<file path="src/rtl/core/rgb_box_average_downscaler_unit_defines.svh">
// ----------------------------------------------------------------------------
// Assertion macros for the box-average downscaler
// Shared concurrent-check forms; each expects clk and rst in scope.
// ----------------------------------------------------------------------------
`ifndef RGB_BOX_AVERAGE_DOWNSCALER_UNIT_DEFINES_SVH
`define RGB_BOX_AVERAGE_DOWNSCALER_UNIT_DEFINES_SVH

// Same-cycle implication.
`define RBAD_ASSERT(label, ante, cons, msg) \
  label: assert property (@(posedge clk) disable iff (rst) (ante) |-> (cons)) \
    else $error(msg);

// Next-cycle implication.
`define RBAD_ASSERT_NEXT(label, ante, cons, msg) \
  label: assert property (@(posedge clk) disable iff (rst) (ante) |=> (cons)) \
    else $error(msg);

`endif

</file>
<file path="src/rtl/core/rbad_pkg.sv">
// ----------------------------------------------------------------------------
// rbad_pkg
// Constants, types and the reciprocal table of the box-average downscaler.
// ----------------------------------------------------------------------------
package rbad_pkg;

  localparam int MAX_WIDTH   = 4096;
  localparam int MAX_HEIGHT  = 4096;
  localparam int MAX_FACTOR  = 16;

  localparam int CH_W        = 8;
  localparam int COL_W       = $clog2(MAX_WIDTH);
  localparam int ROW_W       = $clog2(MAX_HEIGHT);
  localparam int SUB_W       = $clog2(MAX_FACTOR);
  localparam int FCT_W       = SUB_W + 1;
  localparam int WID_W       = COL_W + 1;
  localparam int HGT_W       = ROW_W + 1;
  localparam int POS_W       = WID_W + 1;
  localparam int RPOS_W      = HGT_W + 1;
  localparam int RSUM_W      = CH_W + SUB_W;       // one block row, one channel
  localparam int SUM_W       = CH_W + 2 * SUB_W;   // whole block, one channel
  localparam int RECIP_SHIFT = 24;
  localparam int RECIP_W     = RECIP_SHIFT + 1;
  localparam int PROD_W      = SUM_W + RECIP_W;
  localparam int CFG_DATA_W  = 13;
  localparam int CFG_IDX_W   = 2;
  localparam int QUEUE_DEPTH = 4;
  localparam int QPTR_W      = $clog2(QUEUE_DEPTH);
  localparam int QCNT_W      = QPTR_W + 1;

  // Register indexes
  localparam logic [CFG_IDX_W-1:0] CFG_SCALE  = 2'd0;
  localparam logic [CFG_IDX_W-1:0] CFG_WIDTH  = 2'd1;
  localparam logic [CFG_IDX_W-1:0] CFG_HEIGHT = 2'd2;

  // ceil(2^24 / (f*f)) for f = 1 .. 16, indexed by f - 1
  localparam logic [RECIP_W-1:0] RECIP_TABLE [MAX_FACTOR] = '{
    25'd16777216, 25'd4194304, 25'd1864136, 25'd1048576,
    25'd671089,   25'd466034,  25'd342393,  25'd262144,
    25'd207127,   25'd167773,  25'd138655,  25'd116509,
    25'd99274,    25'd85599,   25'd74566,   25'd65536
  };

  // Clamped configuration as seen by the datapath
  typedef struct packed {
    logic [FCT_W-1:0] factor;
    logic [SUB_W-1:0] f_m1;
    logic [WID_W-1:0] width;
    logic [COL_W-1:0] w_m1;
    logic [HGT_W-1:0] height;
    logic [ROW_W-1:0] h_m1;
    logic             fit_w;
    logic             fit_h;
  } cfg_t;

  // One completed block row segment, handed from front to back
  typedef struct packed {
    logic [RSUM_W-1:0] blue;
    logic [RSUM_W-1:0] green;
    logic [RSUM_W-1:0] red;
    logic [COL_W-1:0]  col;
    logic              first_row;
    logic              last_row;
    logic              frame_last;
  } blk_t;

  // Per-column partial sums
  typedef struct packed {
    logic [SUM_W-1:0] blue;
    logic [SUM_W-1:0] green;
    logic [SUM_W-1:0] red;
  } total_t;

endpackage

</file>
<file path="src/rtl/core/rbad_queue.sv">
// ----------------------------------------------------------------------------
// rbad_queue
// Short first-in first-out queue of block records between front and back.
// ----------------------------------------------------------------------------
module rbad_queue (
  input  logic           clk,
  input  logic           rst,
  input  logic           push,
  input  rbad_pkg::blk_t push_data,
  output logic           full,
  input  logic           pop,
  output rbad_pkg::blk_t pop_data,
  output logic           empty
);
  import rbad_pkg::*;

  blk_t              entries [QUEUE_DEPTH];
  logic [QPTR_W-1:0] wr_ptr;
  logic [QPTR_W-1:0] rd_ptr;
  logic [QCNT_W-1:0] count;

  assign full     = count == QCNT_W'(QUEUE_DEPTH);
  assign empty    = count == '0;
  assign pop_data = entries[rd_ptr];

  always_ff @(posedge clk) begin
    if (push) begin
      entries[wr_ptr] <= push_data;
    end
  end

  always_ff @(posedge clk) begin
    if (rst) begin
      wr_ptr <= '0;
      rd_ptr <= '0;
      count  <= '0;
    end else begin
      if (push) begin
        wr_ptr <= wr_ptr + QPTR_W'(1);
      end
      if (pop) begin
        rd_ptr <= rd_ptr + QPTR_W'(1);
      end
      if (push && !pop) begin
        count <= count + QCNT_W'(1);
      end else if (pop && !push) begin
        count <= count - QCNT_W'(1);
      end
    end
  end

endmodule

</file>
<file path="config.mk">
export PLATFORM = sky130hd
export DESIGN_NAME = rbad_queue
export DESIGN_NICKNAME = d
export VERILOG_FILES = /design/src/rtl/core/rgb_box_average_downscaler_unit_defines.svh /design/src/rtl/core/rbad_pkg.sv /design/src/rtl/core/rbad_queue.sv
export SDC_FILE = /design/constraint.sdc
export NUM_CORES = 1
export LEC_CHECK = 0
export ABC_AREA = 1
export BUFFER_PORTS_ARGS = -buffer_cell sky130_fd_sc_hd__buf_2
export CAP_MARGIN = 15
export CORE_ASPECT_RATIO = 1.1
export CORE_MARGIN = 4
export CORE_UTILIZATION = 61
export DETAILED_ROUTE_END_ITERATION = 16
export PLACE_DENSITY_LB_ADDON = 0.12
export SYNTH_ARGS = -nofsm -noshare
export SYNTH_HDL_FRONTEND = slang
export SYNTH_SLANG_ARGS = --single-unit
</file>
<file path="constraint.sdc">
create_clock -name clk -period 5.22 [get_ports clk]
set_input_delay 0 -clock clk [delete_from_list [all_inputs] [get_ports clk]]
set_output_delay 0 -clock clk [all_outputs]
set_load 0.01 [all_outputs]
</file>
### Word-level counts from Yosys, hierarchy flattened

Memories as Yosys holds them, arrays and structs flattened. A register that Yosys moved wholly into a read port is not among the register bits.
Cells that the tools add are included.

* register bits after elaboration: 7
* output and inout bits: 53
* bits in writable memories: 204
* memories kept: 1
* bits of input ports: 55

Memories
* entries: depth 4, bits a word 51, read ports 1, clocked after memory_dff 1, write ports 1, line rbad_queue.sv:17 `blk_t entries [QUEUE_DEPTH];`

* equal/unequal tests: 1
* reduce and logical (&&, ||, !) cells: 6
* add/subtract/negate cells: 4
* mux-type cells: 6

Operators with widths (count)
* $mux 3: 2
* $add 2x1->2 const B: 2
* $mux 2: 2
* $add 3x1->3 const B: 1
* $eq 3x3->1 const B: 1
* $logic_not 3->1: 1
* $sub 3x1->3 const B: 1
* $logic_and 1x1->1: 2
* $logic_not 1->1: 2
* $mux 1: 2
* $reduce_bool 2->1: 1

### Logic depth before layout (Yosys ltp)

* depth in word-level cells: 4
* depth in mapped cells: 10
* mapped depth without buffers: 10

### Least setup slack after synthesis

No wires, ideal clock.

* path kind: reg2reg
* start point: reg wr_ptr[0]
* end point: mem entries[2][0] (netlist bit), enable pin
* buffers on the path: 0
* period minus slack after synthesis: 1.990 ns
* library setup time: 0.405 ns
* data arrival time: 1.585 ns
* cell stages (with the launch flop): 5
* data required time: 4.815 ns
* slack: 3.230 ns
* cells stage by stage: dfxtp_1 -> inv_1 -> ha_1 -> nand2_1 -> inv_1

RTL lines
* from (decl): line rbad_queue.sv:18 `logic [QPTR_W-1:0] wr_ptr;`
* from (signal assigned): line rbad_queue.sv:39 `wr_ptr <= wr_ptr + QPTR_W'(1);`
* to (decl): line rbad_queue.sv:17

Straight into the memory's write port.

==> results.cfg <==
[floorplanning]
ioPinCount = 108
dieArea_mm2 = 0.01508
dieWidth_um = 117.4
rows = 43
start_util_pct = 63.04
die_h_um = 128.4
core_area_mm2 = 0.01275

[worst_hold_path]
worst_hold_path_type = in -> reg

[setup_path]
start_kind = flop
cp.required_ps = 5220
slowest_delay_ps = 1040
slowest_stage = dfxtp_4
worstPathMaxFanout = 103
critPathCaptureType = primary output
crit_family = buffers and inverters
path_cells = clkinv_2, buf_4, o21ai_0, o22ai_1, buf_2
path_class = reg -> out
path_buf_inv = 3
cp.arrival_ps = 3100

[clock_tree]
cts_sinks = 213
clockBufferDepth = 3
clk_pin_slew_ps = 60
cts-root-buf = clkbuf_16
post_cts_buffers = 0
cts_tree = yes
cts_buffers = 21
clk_latency_ps = 480
htree_levels = 1

[pwr]
ir_worst_vdd_uv = 322.1
power_density_mw_per_mm2 = 386.1
power_frac_seq_pct = 52.9
p_comb_share_pct = 9.3
p_switching_uw = 852.3
clockPowerShare_pct = 37.8
p_leak_nw = 3.532
switching_share_pct = 22.56
power_mw = 3.778
p_int_mw = 2.926

[sta]
fin_skew_ps = 14.87
fin_crit_sh_pct = 59.43
worst_pin_slew_ps = 1087
final-hold-violation-count = 0
setup_viol = 0
relSlewSlack_pct = 27.56
hold-worst-slack_ps = 251.0
rsz0062_at_grt = no
final_max_slew_viol_count = 0
fin_crit_ps = 3102
setup_slack_ps = 2118
fmax_ghz = 0.3223
finalSetupTns_ps = 0

[cells_and_area]
layoutNonFillerInstCount = 879
fillers = 759
area_growth_pct = 21.75
drive_gt1_share_pct = 20.78
multi_input_area_mm2 = 0.001421
fin_nets = 769
regArea_mm2 = 0.006311
fin_util_pct = 76.74
stdcell_area_mm2 = 0.009786
diodes = 0

[placed_design]
gp_congestion = 0.7706
postPlaceCellArea_mm2 = 0.008592
dp_hpwl_mm = 8.826
pre_cts_slack_ps = 2607
portBuffers = 107
place_inst = 788

[synthesis]
synth_area_mm2 = 0.008038
syn_area_per_cell_um2 = 14.59
yosys.area_share.adder_pct = 1.027
yosysSeqAreaShare_pct = 78.46
ys_ff_latch = 213
synth_cells = 551
synth_top_area_cell = edfxtp_1
synth_simple_gate_area_share_pct = 5.729
synth_nets = 612
netlist.area_leader.share_pct = 76.21
synthXorXnorAreaFrac_pct = 0.1090
netlist_top_cells_area = edfxtp_1 76%, nor2_1 5.0%, o22ai_1 4.0%, o21ai_1 3.7%, o21ai_0 2.9%
synth_top_family_by_area = compound AO/OA/AOI/OAI gates
yosysWarnings = 0
synth_mux_area_share_pct = 0
synth-compound-area-share_pct = 10.82
synth_cell_type_count = 21

[routing]
vias = 5094
antenna_left = 0
vias_per_cell = 5.795
drtIter0Drc = 452
remaining_drc_errors = 0
drt_pass1_iterations = 5
post_drt_wl_per_cell_um = 18.84
wl_mm = 16.56

[global_route]
grt_start_max_net_pins = 104
grt_pass1_vias = 5232
grt_pass1_wl_mm = 26.61
overflow = 0
antenna_found_initial = 0
grt_use_total_pct = 22.01

[outcome]
outcome = finished clean

[job]
maxCapViolations = 0
==> power groups by stage <==
stage,Combinational (mW),Clock [mW],Sequential (mW)
after floorplan,0.207,0,2.01
after global placement,0.302,0,2.03
after detailed placement,0.317,0,2.03
after CTS,0.350,1.44,2.00
after global routing,0.387,1.53,2.00
final,0.350,1.43,2.00
==> final timing paths <==
kind / from / to / slack (ps) / cells after the start
worst max register to register: wr_ptr[1] / entries[1][29] / 3320 / 5
worst min-delay path: rst / count[0] / 250 / 3
worst min register to register: rd_ptr[1] / flop / 430 / 1
worst max-delay path: flop / pop_data[34] / 2120 / 5
==> Yosys cell counts <==
cell	n
a21oi_1	3
buf_2	6
nor3_1	2
xor2_1	1
nand4_1	1
ha_1	5
nand2_1	9
buf_4	5
inv_1	15
clkbuf_1	6
nand3_1	1
o21ai_1	60
fa_1	1
o22ai_1	51
edfxtp_1	204
nor2_1	108
clkbuf_2	2
buf_6	13
dfxtp_1	9
inv_2	2
o21ai_0	47
==> routing by layer <==
metal  share of wire (%)  GRT usage, %  vias up
met1                  41         29.07     2483
met5                   0             0        -
li1                    -             -     2373
met2                  50         38.54      209
met4                 2.1         6.418        0
met3                 6.7         3.692       29
==> final cells by class <==
type                    instances  share of cell area [%]
flip-flops and latches        213                   64.49
multi-input cells             289                   14.52
repair buffers                166                   11.64
clock buffers                  22                   5.409
well taps                     157                   2.007
clock inverters                15                   1.266
inverters                      17                  0.6649
==> cells in the final DEF, fill, tap and decap left out <==
cell / n
edfxtp_1: 204
inv_8: 1
nand3_1: 1
dfxtp_4: 1
clkbuf_1: 1
bufinv_16: 2
ha_1: 5
xor2_1: 1
dlygate4sd3_1: 54
buf_12: 2
nor3_1: 2
nand2_1: 9
a21oi_1: 3
buf_2: 107
dfxtp_2: 1
fa_1: 1
dfxtp_1: 7
buf_4: 3
nand4_1: 1
clkbuf_16: 21
clkinv_1: 6
o22ai_1: 51
clkinv_2: 7
inv_2: 5
inv_1: 11
o21ai_1: 60
nor2_1: 108
o21ai_0: 47
==> sequential cells by signal, summed over array words and instances (netlist names), named ones only <==
signal,flops
wr_ptr,2
entries,204
rd_ptr,2
count,3
==> timing repair <==
item,4_1_cts,5_1_grt
endpoints found under the hold margin,213,0
resized for setup,0,0
hold buffers,54,0
==> tightest hold or removal path, delay by kind of cell <==
family,cells,cell delay [ps]
AND/OR/NAND/NOR,1,40
buffers and inverters,2,640
==> cells by family after synthesis <==
family | count (synthesis)
AO/OA/AOI/OAI | 161
XOR/XNOR | 1
AND/OR/NAND/NOR | 121
adder cells (fa/ha/maj) | 6
buffers and inverters | 49
flip-flops | 213
Note: power is estimated with default switching activity, not from simulation.
