[src/rtl/core/rgb_box_average_downscaler_unit_defines.svh]
// ----------------------------------------------------------------------------
// Assertion macros for the box-average downscaler
// Shared concurrent-check forms; each expects clk and rst in scope.
// ----------------------------------------------------------------------------
`ifndef RGB_BOX_AVERAGE_DOWNSCALER_UNIT_DEFINES_SVH
`define RGB_BOX_AVERAGE_DOWNSCALER_UNIT_DEFINES_SVH

// Same-cycle implication.
`define RBAD_ASSERT(label, ante, cons, msg) \
  label: assert property (@(posedge clk) disable iff (rst) (ante) |-> (cons)) \
    else $error(msg);

// Next-cycle implication.
`define RBAD_ASSERT_NEXT(label, ante, cons, msg) \
  label: assert property (@(posedge clk) disable iff (rst) (ante) |=> (cons)) \
    else $error(msg);

`endif

[src/rtl/core/rbad_pkg.sv]
// ----------------------------------------------------------------------------
// rbad_pkg
// Constants, types and the reciprocal table of the box-average downscaler.
// ----------------------------------------------------------------------------
package rbad_pkg;

  localparam int MAX_WIDTH   = 4096;
  localparam int MAX_HEIGHT  = 4096;
  localparam int MAX_FACTOR  = 16;

  localparam int CH_W        = 8;
  localparam int COL_W       = $clog2(MAX_WIDTH);
  localparam int ROW_W       = $clog2(MAX_HEIGHT);
  localparam int SUB_W       = $clog2(MAX_FACTOR);
  localparam int FCT_W       = SUB_W + 1;
  localparam int WID_W       = COL_W + 1;
  localparam int HGT_W       = ROW_W + 1;
  localparam int POS_W       = WID_W + 1;
  localparam int RPOS_W      = HGT_W + 1;
  localparam int RSUM_W      = CH_W + SUB_W;       // one block row, one channel
  localparam int SUM_W       = CH_W + 2 * SUB_W;   // whole block, one channel
  localparam int RECIP_SHIFT = 24;
  localparam int RECIP_W     = RECIP_SHIFT + 1;
  localparam int PROD_W      = SUM_W + RECIP_W;
  localparam int CFG_DATA_W  = 13;
  localparam int CFG_IDX_W   = 2;
  localparam int QUEUE_DEPTH = 4;
  localparam int QPTR_W      = $clog2(QUEUE_DEPTH);
  localparam int QCNT_W      = QPTR_W + 1;

  // Register indexes
  localparam logic [CFG_IDX_W-1:0] CFG_SCALE  = 2'd0;
  localparam logic [CFG_IDX_W-1:0] CFG_WIDTH  = 2'd1;
  localparam logic [CFG_IDX_W-1:0] CFG_HEIGHT = 2'd2;

  // ceil(2^24 / (f*f)) for f = 1 .. 16, indexed by f - 1
  localparam logic [RECIP_W-1:0] RECIP_TABLE [MAX_FACTOR] = '{
    25'd16777216, 25'd4194304, 25'd1864136, 25'd1048576,
    25'd671089,   25'd466034,  25'd342393,  25'd262144,
    25'd207127,   25'd167773,  25'd138655,  25'd116509,
    25'd99274,    25'd85599,   25'd74566,   25'd65536
  };

  // Clamped configuration as seen by the datapath
  typedef struct packed {
    logic [FCT_W-1:0] factor;
    logic [SUB_W-1:0] f_m1;
    logic [WID_W-1:0] width;
    logic [COL_W-1:0] w_m1;
    logic [HGT_W-1:0] height;
    logic [ROW_W-1:0] h_m1;
    logic             fit_w;
    logic             fit_h;
  } cfg_t;

  // One completed block row segment, handed from front to back
  typedef struct packed {
    logic [RSUM_W-1:0] blue;
    logic [RSUM_W-1:0] green;
    logic [RSUM_W-1:0] red;
    logic [COL_W-1:0]  col;
    logic              first_row;
    logic              last_row;
    logic              frame_last;
  } blk_t;

  // Per-column partial sums
  typedef struct packed {
    logic [SUM_W-1:0] blue;
    logic [SUM_W-1:0] green;
    logic [SUM_W-1:0] red;
  } total_t;

endpackage

[src/rtl/core/rbad_front.sv]
// ----------------------------------------------------------------------------
// rbad_front
// Raster position tracking and row-segment accumulation; pushes block records.
// ----------------------------------------------------------------------------
module rbad_front (
  input  logic                    clk,
  input  logic                    rst,
  input  logic                    restart,
  input  rbad_pkg::cfg_t          cfg,
  input  logic                    s_tvalid,
  output logic                    s_tready,
  input  logic [23:0]             s_tdata,
  output logic                    push,
  output rbad_pkg::blk_t          push_data,
  input  logic                    q_full
);
  import rbad_pkg::*;

  logic [COL_W-1:0]  pixel_column;
  logic [ROW_W-1:0]  pixel_row;
  logic [SUB_W-1:0]  sub_column;
  logic [SUB_W-1:0]  sub_row;
  logic [COL_W-1:0]  output_column;
  logic [RSUM_W-1:0] sum_red;
  logic [RSUM_W-1:0] sum_green;
  logic [RSUM_W-1:0] sum_blue;
  logic              col_active;
  logic              row_active;
  logic              fresh;

  logic              accept;
  logic              eff_col;
  logic              eff_row;
  logic              in_region;
  logic              blk_done;
  logic              end_of_row;
  logic              col_fits_next;
  logic              row_fits_next;
  logic [RSUM_W-1:0] red_next;
  logic [RSUM_W-1:0] green_next;
  logic [RSUM_W-1:0] blue_next;

  assign s_tready = !q_full;
  assign accept   = s_tvalid && !q_full;

  // Just after restart the activity flags come straight from the config
  assign eff_col   = fresh ? cfg.fit_w : col_active;
  assign eff_row   = fresh ? cfg.fit_h : row_active;
  assign in_region = eff_col && eff_row;
  assign blk_done  = sub_column == cfg.f_m1;
  assign end_of_row = pixel_column == cfg.w_m1;

  // Does a whole block still fit after the current one
  assign col_fits_next = (POS_W'(pixel_column) + POS_W'(1) + POS_W'(cfg.factor))
                         <= POS_W'(cfg.width);
  assign row_fits_next = (RPOS_W'(pixel_row) + RPOS_W'(1) + RPOS_W'(cfg.factor))
                         <= RPOS_W'(cfg.height);

  assign red_next   = sum_red   + RSUM_W'(s_tdata[7:0]);
  assign green_next = sum_green + RSUM_W'(s_tdata[15:8]);
  assign blue_next  = sum_blue  + RSUM_W'(s_tdata[23:16]);

  assign push = accept && in_region && blk_done;

  always_comb begin
    push_data.red        = red_next;
    push_data.green      = green_next;
    push_data.blue       = blue_next;
    push_data.col        = output_column;
    push_data.first_row  = sub_row == '0;
    push_data.last_row   = sub_row == cfg.f_m1;
    push_data.frame_last = (sub_row == cfg.f_m1) && !row_fits_next && !col_fits_next;
  end

  always_ff @(posedge clk) begin
    if (rst || restart) begin
      pixel_column  <= '0;
      pixel_row     <= '0;
      sub_column    <= '0;
      sub_row       <= '0;
      output_column <= '0;
      sum_red       <= '0;
      sum_green     <= '0;
      sum_blue      <= '0;
      col_active    <= 1'b0;
      row_active    <= 1'b0;
      fresh         <= 1'b1;
    end else if (accept) begin
      fresh      <= 1'b0;
      col_active <= eff_col;
      row_active <= eff_row;
      if (in_region) begin
        if (blk_done) begin
          sum_red       <= '0;
          sum_green     <= '0;
          sum_blue      <= '0;
          sub_column    <= '0;
          output_column <= output_column + COL_W'(1);
          col_active    <= col_fits_next;
        end else begin
          sum_red    <= red_next;
          sum_green  <= green_next;
          sum_blue   <= blue_next;
          sub_column <= sub_column + SUB_W'(1);
        end
      end
      if (end_of_row) begin
        pixel_column  <= '0;
        sub_column    <= '0;
        output_column <= '0;
        sum_red       <= '0;
        sum_green     <= '0;
        sum_blue      <= '0;
        col_active    <= cfg.fit_w;
        if (eff_row) begin
          if (sub_row == cfg.f_m1) begin
            sub_row    <= '0;
            row_active <= row_fits_next;
          end else begin
            sub_row <= sub_row + SUB_W'(1);
          end
        end
        if (pixel_row == cfg.h_m1) begin
          pixel_row  <= '0;
          sub_row    <= '0;
          row_active <= cfg.fit_h;
        end else begin
          pixel_row <= pixel_row + ROW_W'(1);
        end
      end else begin
        pixel_column <= pixel_column + COL_W'(1);
      end
    end
  end

endmodule

[config.mk]
export PLATFORM = sky130hd
export DESIGN_NAME = rbad_front
export DESIGN_NICKNAME = d
export VERILOG_FILES = /design/src/rtl/core/rgb_box_average_downscaler_unit_defines.svh /design/src/rtl/core/rbad_pkg.sv /design/src/rtl/core/rbad_front.sv
export SDC_FILE = /design/constraint.sdc
export NUM_CORES = 1
export LEC_CHECK = 0
export ABC_AREA = 1
export ABC_CLOCK_PERIOD_IN_PS = 3900
export BUFFER_PORTS_ARGS = -buffer_cell sky130_fd_sc_hd__buf_4
export CAP_MARGIN = 20
export CORE_ASPECT_RATIO = 1.25
export CORE_MARGIN = 1
export CORE_UTILIZATION = 44
export CTS_CLUSTER_DIAMETER = 30
export DETAILED_ROUTE_END_ITERATION = 16
export PLACE_DENSITY = 0.66
export SYNTH_ARGS = -nofsm -noshare
export SYNTH_HDL_FRONTEND = slang
export SYNTH_SLANG_ARGS = --single-unit
[constraint.sdc]
create_clock -name clk -period 3.9 [get_ports clk]
set_clock_uncertainty 0.2 [all_clocks]
set_input_delay 0.78 -clock clk [delete_from_list [all_inputs] [get_ports clk]]
set_output_delay 0.78 -clock clk [all_outputs]
set_load 0.05 [all_outputs]
### Word level (Yosys, flattened, before mapping)

Index checks and enable logic that the tools add are counted.

* register bits: 83
* output and inout port bits: 53
* input port bits: 90
* word-level logic and storage cells: 76

* equal/unequal tests: 4
* $lt $le $gt $ge: 2
* reduce and logical (&&, ||, !) cells: 18
* add/subtract/negate cells: 12
* muxes and demuxes: 29

Operators by type and width (number)
* 12-bit 2-to-1 mux: 14
* 12-bit by 1-bit adder with 12-bit output, second input constant: 3
* 12-bit by 8-bit adder with 12-bit output: 3
* 13-bit by 5-bit adder with 14-bit output: 2
* 14-bit by 13-bit less-or-equal comparator with 1-bit output: 2
* 12-bit by 1-bit adder with 13-bit output, second input constant: 2
* 12-bit equality test: 2
* 4-bit 2-to-1 mux: 6
* 1-bit 2-to-1 mux: 9
* 4-bit by 1-bit adder with 4-bit output, second input constant: 2
* 4-bit equality test: 2
* 1-bit logical AND: 6
* 3-bit AND reduction: 2
* 2-bit nonzero test: 3
* 4-bit logical NOT: 1
* 2-bit AND reduction: 2
* 1-bit logical NOT: 3
* 1-bit logical OR: 1

### Longest topological paths before layout

* word-level depth: 7
* gate-level depth with buffers: 23
* mapped depth without buffers: 22

### Worst setup path after synthesis

No wires, ideal clock.

* path kind: input port to output port
* from: in cfg[56] (netlist name)
* to: out push_data[0] (netlist name)
* stages: 18
* data required time: 2920 ps
* buffers on the path: 0
* arrival time: 3392 ps
* slack: -472 ps
* path through: inv_1 -> ha_1 -> inv_1 -> fa_1 -> nand3_1 -> nand3_1 -> nand2_1 -> a21oi_1 -> nand2_1 -> nor2_1 -> xor2_1 -> ha_1 -> nand2_1 -> nor3_1 -> nand2_1 -> nand2_1 -> nand2_1 -> nor2_1

RTL lines
* from (decl): line rbad_front.sv:9 `input rbad_pkg::cfg_t cfg,`
* to (decl): line rbad_front.sv:14 `output rbad_pkg::blk_t push_data,`

==> results by group <==
Run status
  • Outcome: finished, violations left
  • Failing checks: setup timing

Clocking
  • CTS buffer count: 9
  • CTS root buf: clkbuf_16
  • Hold Buf Count CTS: 0
  • Clk Latency, worst-skew pair: 0.34 ns
  • Worst-path clk slew: 0.06 ns
  • CTS tree: yes
  • CTS Buffer Depth: 2
  • Number of clock sinks: between 80 and 90
  • H-Tree Depth: 3

Yosys
  • Post-synth top area cell: dfxtp_1
  • Synthesized instance count: 1127
  • Total number of yosys warnings: 0
  • Ranking of synthesized cells by area: dfxtp_1 (23%), nand2_1 (18%), ha_1 (12%)
  • Netlist cell types: 36
  • Share of the synthesized area in the top cell type: between 20% and 30%
  • Yosys reg bits: slightly above 80
  • Mapped cell area: 7190 um2
  • Avg Inst Size Synth: 6.38 um2
  • Register area share after synthesis: 23.1%
  • Syn Nets: 1289

STA
  • RSZ-0062 raised after global routing: true
  • Slew @ Worst Pin: 0.791 ns
  • Max frequency: approximately 240 MHz
  • Period Utilization, post-route: 105%
  • Crit path time final: 4.09 ns
  • Worst rel slew slack: 47.1%
  • Final worst slack: -0.190 ns
  • Final hold vios: 0
  • Final setup fails: 1
  • Max-slew violations: 0

Finish
  • Commonest non-fill, non-tap cell in the layout: nand2_1
  • Share of cells above drive strength 1: 19.6%
  • Commonest cells after routing, fill and taps aside: nand2_1 (331), buf_4 (170), inv_1 (144), a21oi_1 (98), nor2_1 (97)
  • Sequential Area: between 1500 and 2000 um2
  • Post-route cell area: ~9000 um2
  • Post-layout nets: between 1000 and 1500
  • ANT cells: 0
  • Multi-input logic area: 4980 um2
  • Fillers: between 1500 and 2000
  • P&R area growth vs syn: 27.6%

Worst hold path
  • Hold Crit Class: register to register

Place
  • Placement Setup Slack: -0.282 ns
  • Port bufs: between 100 and 150
  • DP Area: 8630 um2
  • Post-detail-place hpwl: 13800 um
  • Routability cong.: 0.894

Die
  • Core area: ~16000 um2
  • Die H: 145 um
  • Initial core utilization: 45.6%
  • Die width: 116 um
  • Row count: 51
  • Die Footprint: ~17000 um2
  • Ports: 143

Setup path
  • Critical path cell sequence: buf_8 -> inv_8 -> ha_4 -> inv_4 -> fa_2 -> nand3_2 -> nand3_2 -> nand2_2 -> a21oi_4 -> buf_6 -> xor2_1 -> inv_1 -> ha_4 -> nand2_4 -> nor3_4 -> nand2_1 -> nand2_2 -> nand2_2 -> nor2_4 -> buf_8
  • CP most frequent cell: nand2_2
  • CP Max Fanout: 3
  • Critical path's largest stage delay: 0.38 ns
  • Worst setup SP type: primary input
  • Worst EP required: 2.92 ns
  • Critical path endpoint category: output port
  • Worst Setup Path Type: primary input to output port
  • Crit path DAT: 3.11 ns
  • CP max-delay cell: fa_2

Global route
  • GRT met2 Usage: 37.8%
  • Most used routing layer: met2
  • Met1 usage: 25.3%
  • First-pass GRT wire length: 29500 um
  • Total grt overflow: 0
  • Initial antenna violation count: 0
  • GR Layer Usage met3: 3.93%
  • GRT Overall Usage: about a fifth
  • Vias in the first global route: between 6000 and 7000
  • Largest net degree at the start of global routing: 63

Job
  • Maxcap violations: 0

Detailed routing
  • Residual DRC: 0
  • Post-route ant nets: 0
  • WL/cell: about 12 um
  • Pre-antenna DRT Iters: 4
  • DR vias: 7272
  • Iter 0 DRT Violations: 215
  • WL final: 17800 um
  • Vias/cell: 4.84

Pwr
  • Leakage: approximately 4.5 nW
  • Maximum vdd drop: 0.000203 V
  • PD cells: approximately 250 nW/um2
==> area by class of cell <==
class / instances / share of cell area [%]
Clock inverter: 7 / 1.27
Clock buffer: 9 / 2.45
Sequential cell: 83 / 18.1
Tap cell: 212 / 2.89
Multi-Input combinational cell: 858 / 54.2
Timing Repair Buffer: 174 / 14.5
Inverter: 158 / 6.57
==> stage by stage <==
step / setup TNS (ns) / utilization [%] / hold WS [ns] / std cells / power (mW)
after CTS: -0.206 / 57.1 / 0.272 / 1500 / 2.27
after global routing: -0.376 / 58.2 / 0.293 / 1501 / 2.35
after global placement: -0.249 / 54.7 / 0.257 / 1483 / 1.28
after floorplan: 0 / - / 0.247 / 1127 / 1.12
final: -0.190 / 58.2 / 0.267 / 1501 / 2.26
after detailed placement: -0.282 / 54.7 / 0.262 / 1483 / 1.29
==> report_power, final <==
part	internal [mW]	switching [mW]
Sequential	0.852	0.00333
Clock	0.625	0.355
Combinational	0.177	0.244
==> timing repair <==
action / CTS / global route
cloned: 0 / 0
pin swaps: 13 / 20
endpoints found under the setup margin: 1 / 1
setup buffers: 1 / 1
resized for setup: 8 / 37
endpoints found under the hold margin: 0 / 0
==> registers in the layout, indices dropped and copies added (netlist names) <==
| signal | flops |
|---|---|
| fresh | 1 |
| pixel_column | 12 |
| row_active | 1 |
| output_column | 12 |
| sub_row | 4 |
| sum_green | 12 |
| sum_red | 12 |
| sum_blue | 12 |
| col_active | 1 |
| sub_column | 4 |
| pixel_row | 12 |
==> path summary, 6_finish.rpt <==
path         slack (ns)            to  depth (start not counted)    startpoint
min reg2reg        0.27  sum_green[6]                          2  sum_green[6]
min                0.27  sum_green[6]                          2  sum_green[6]
max reg2reg        0.76    row_active                         22  pixel_row[4]
max               -0.19  push_data[0]                         20       cfg[56]
==> cell families after synthesis <==
logic type | share of synthesized area [%]
AND/OR/NAND/NOR | 33.6
buffers and inverters | 10.7
AO/OA/AOI/OAI | 9.53
flip-flops | 23.1
XOR/XNOR | 9.99
adder cells (fa/ha/maj) | 13.0
==> worst max-delay path: cells and delay by family <==
family,cells,cell delay (ns)
AOI/OAI and AO/OA,1,0.07
and+or+nand+nor,9,0.83
buffers and inverters,6,0.53
xor gates and xnor gates,1,0.11
adders and majority gates,3,0.78
==> layer usage <==
| metal | routed length, um | vias to the layer above |
|---|---|---|
| met2 | 8830 | 126 |
| li1 | - | 3897 |
| met4 | 253 | 0 |
| met5 | 0 | - |
| met3 | 786 | 20 |
| met1 | 7940 | 3229 |
==> cell usage after synthesis <==
master	instances
a211oi_1	1
a21boi_0	3
a21o_1	1
a21oi_1	103
and2_1	1
buf_2	8
buf_4	2
buf_6	7
clkbuf_1	11
clkinv_1	1
dfxtp_1	83
fa_1	5
ha_1	67
inv_1	147
inv_2	10
nand2_1	339
nand2_2	6
nand3_1	70
nand3_2	1
nand3_4	1
nand3b_1	5
nand4_1	27
nor2_1	101
nor2_2	1
nor2_4	2
nor3_1	14
nor3b_1	3
nor4_1	1
o21ai_0	17
o21ai_2	1
o21ai_4	1
o21bai_1	3
or2_1	1
or2_2	1
xnor2_1	35
xor2_1	47
No activity file was read; power rests on OpenSTA's default activity.
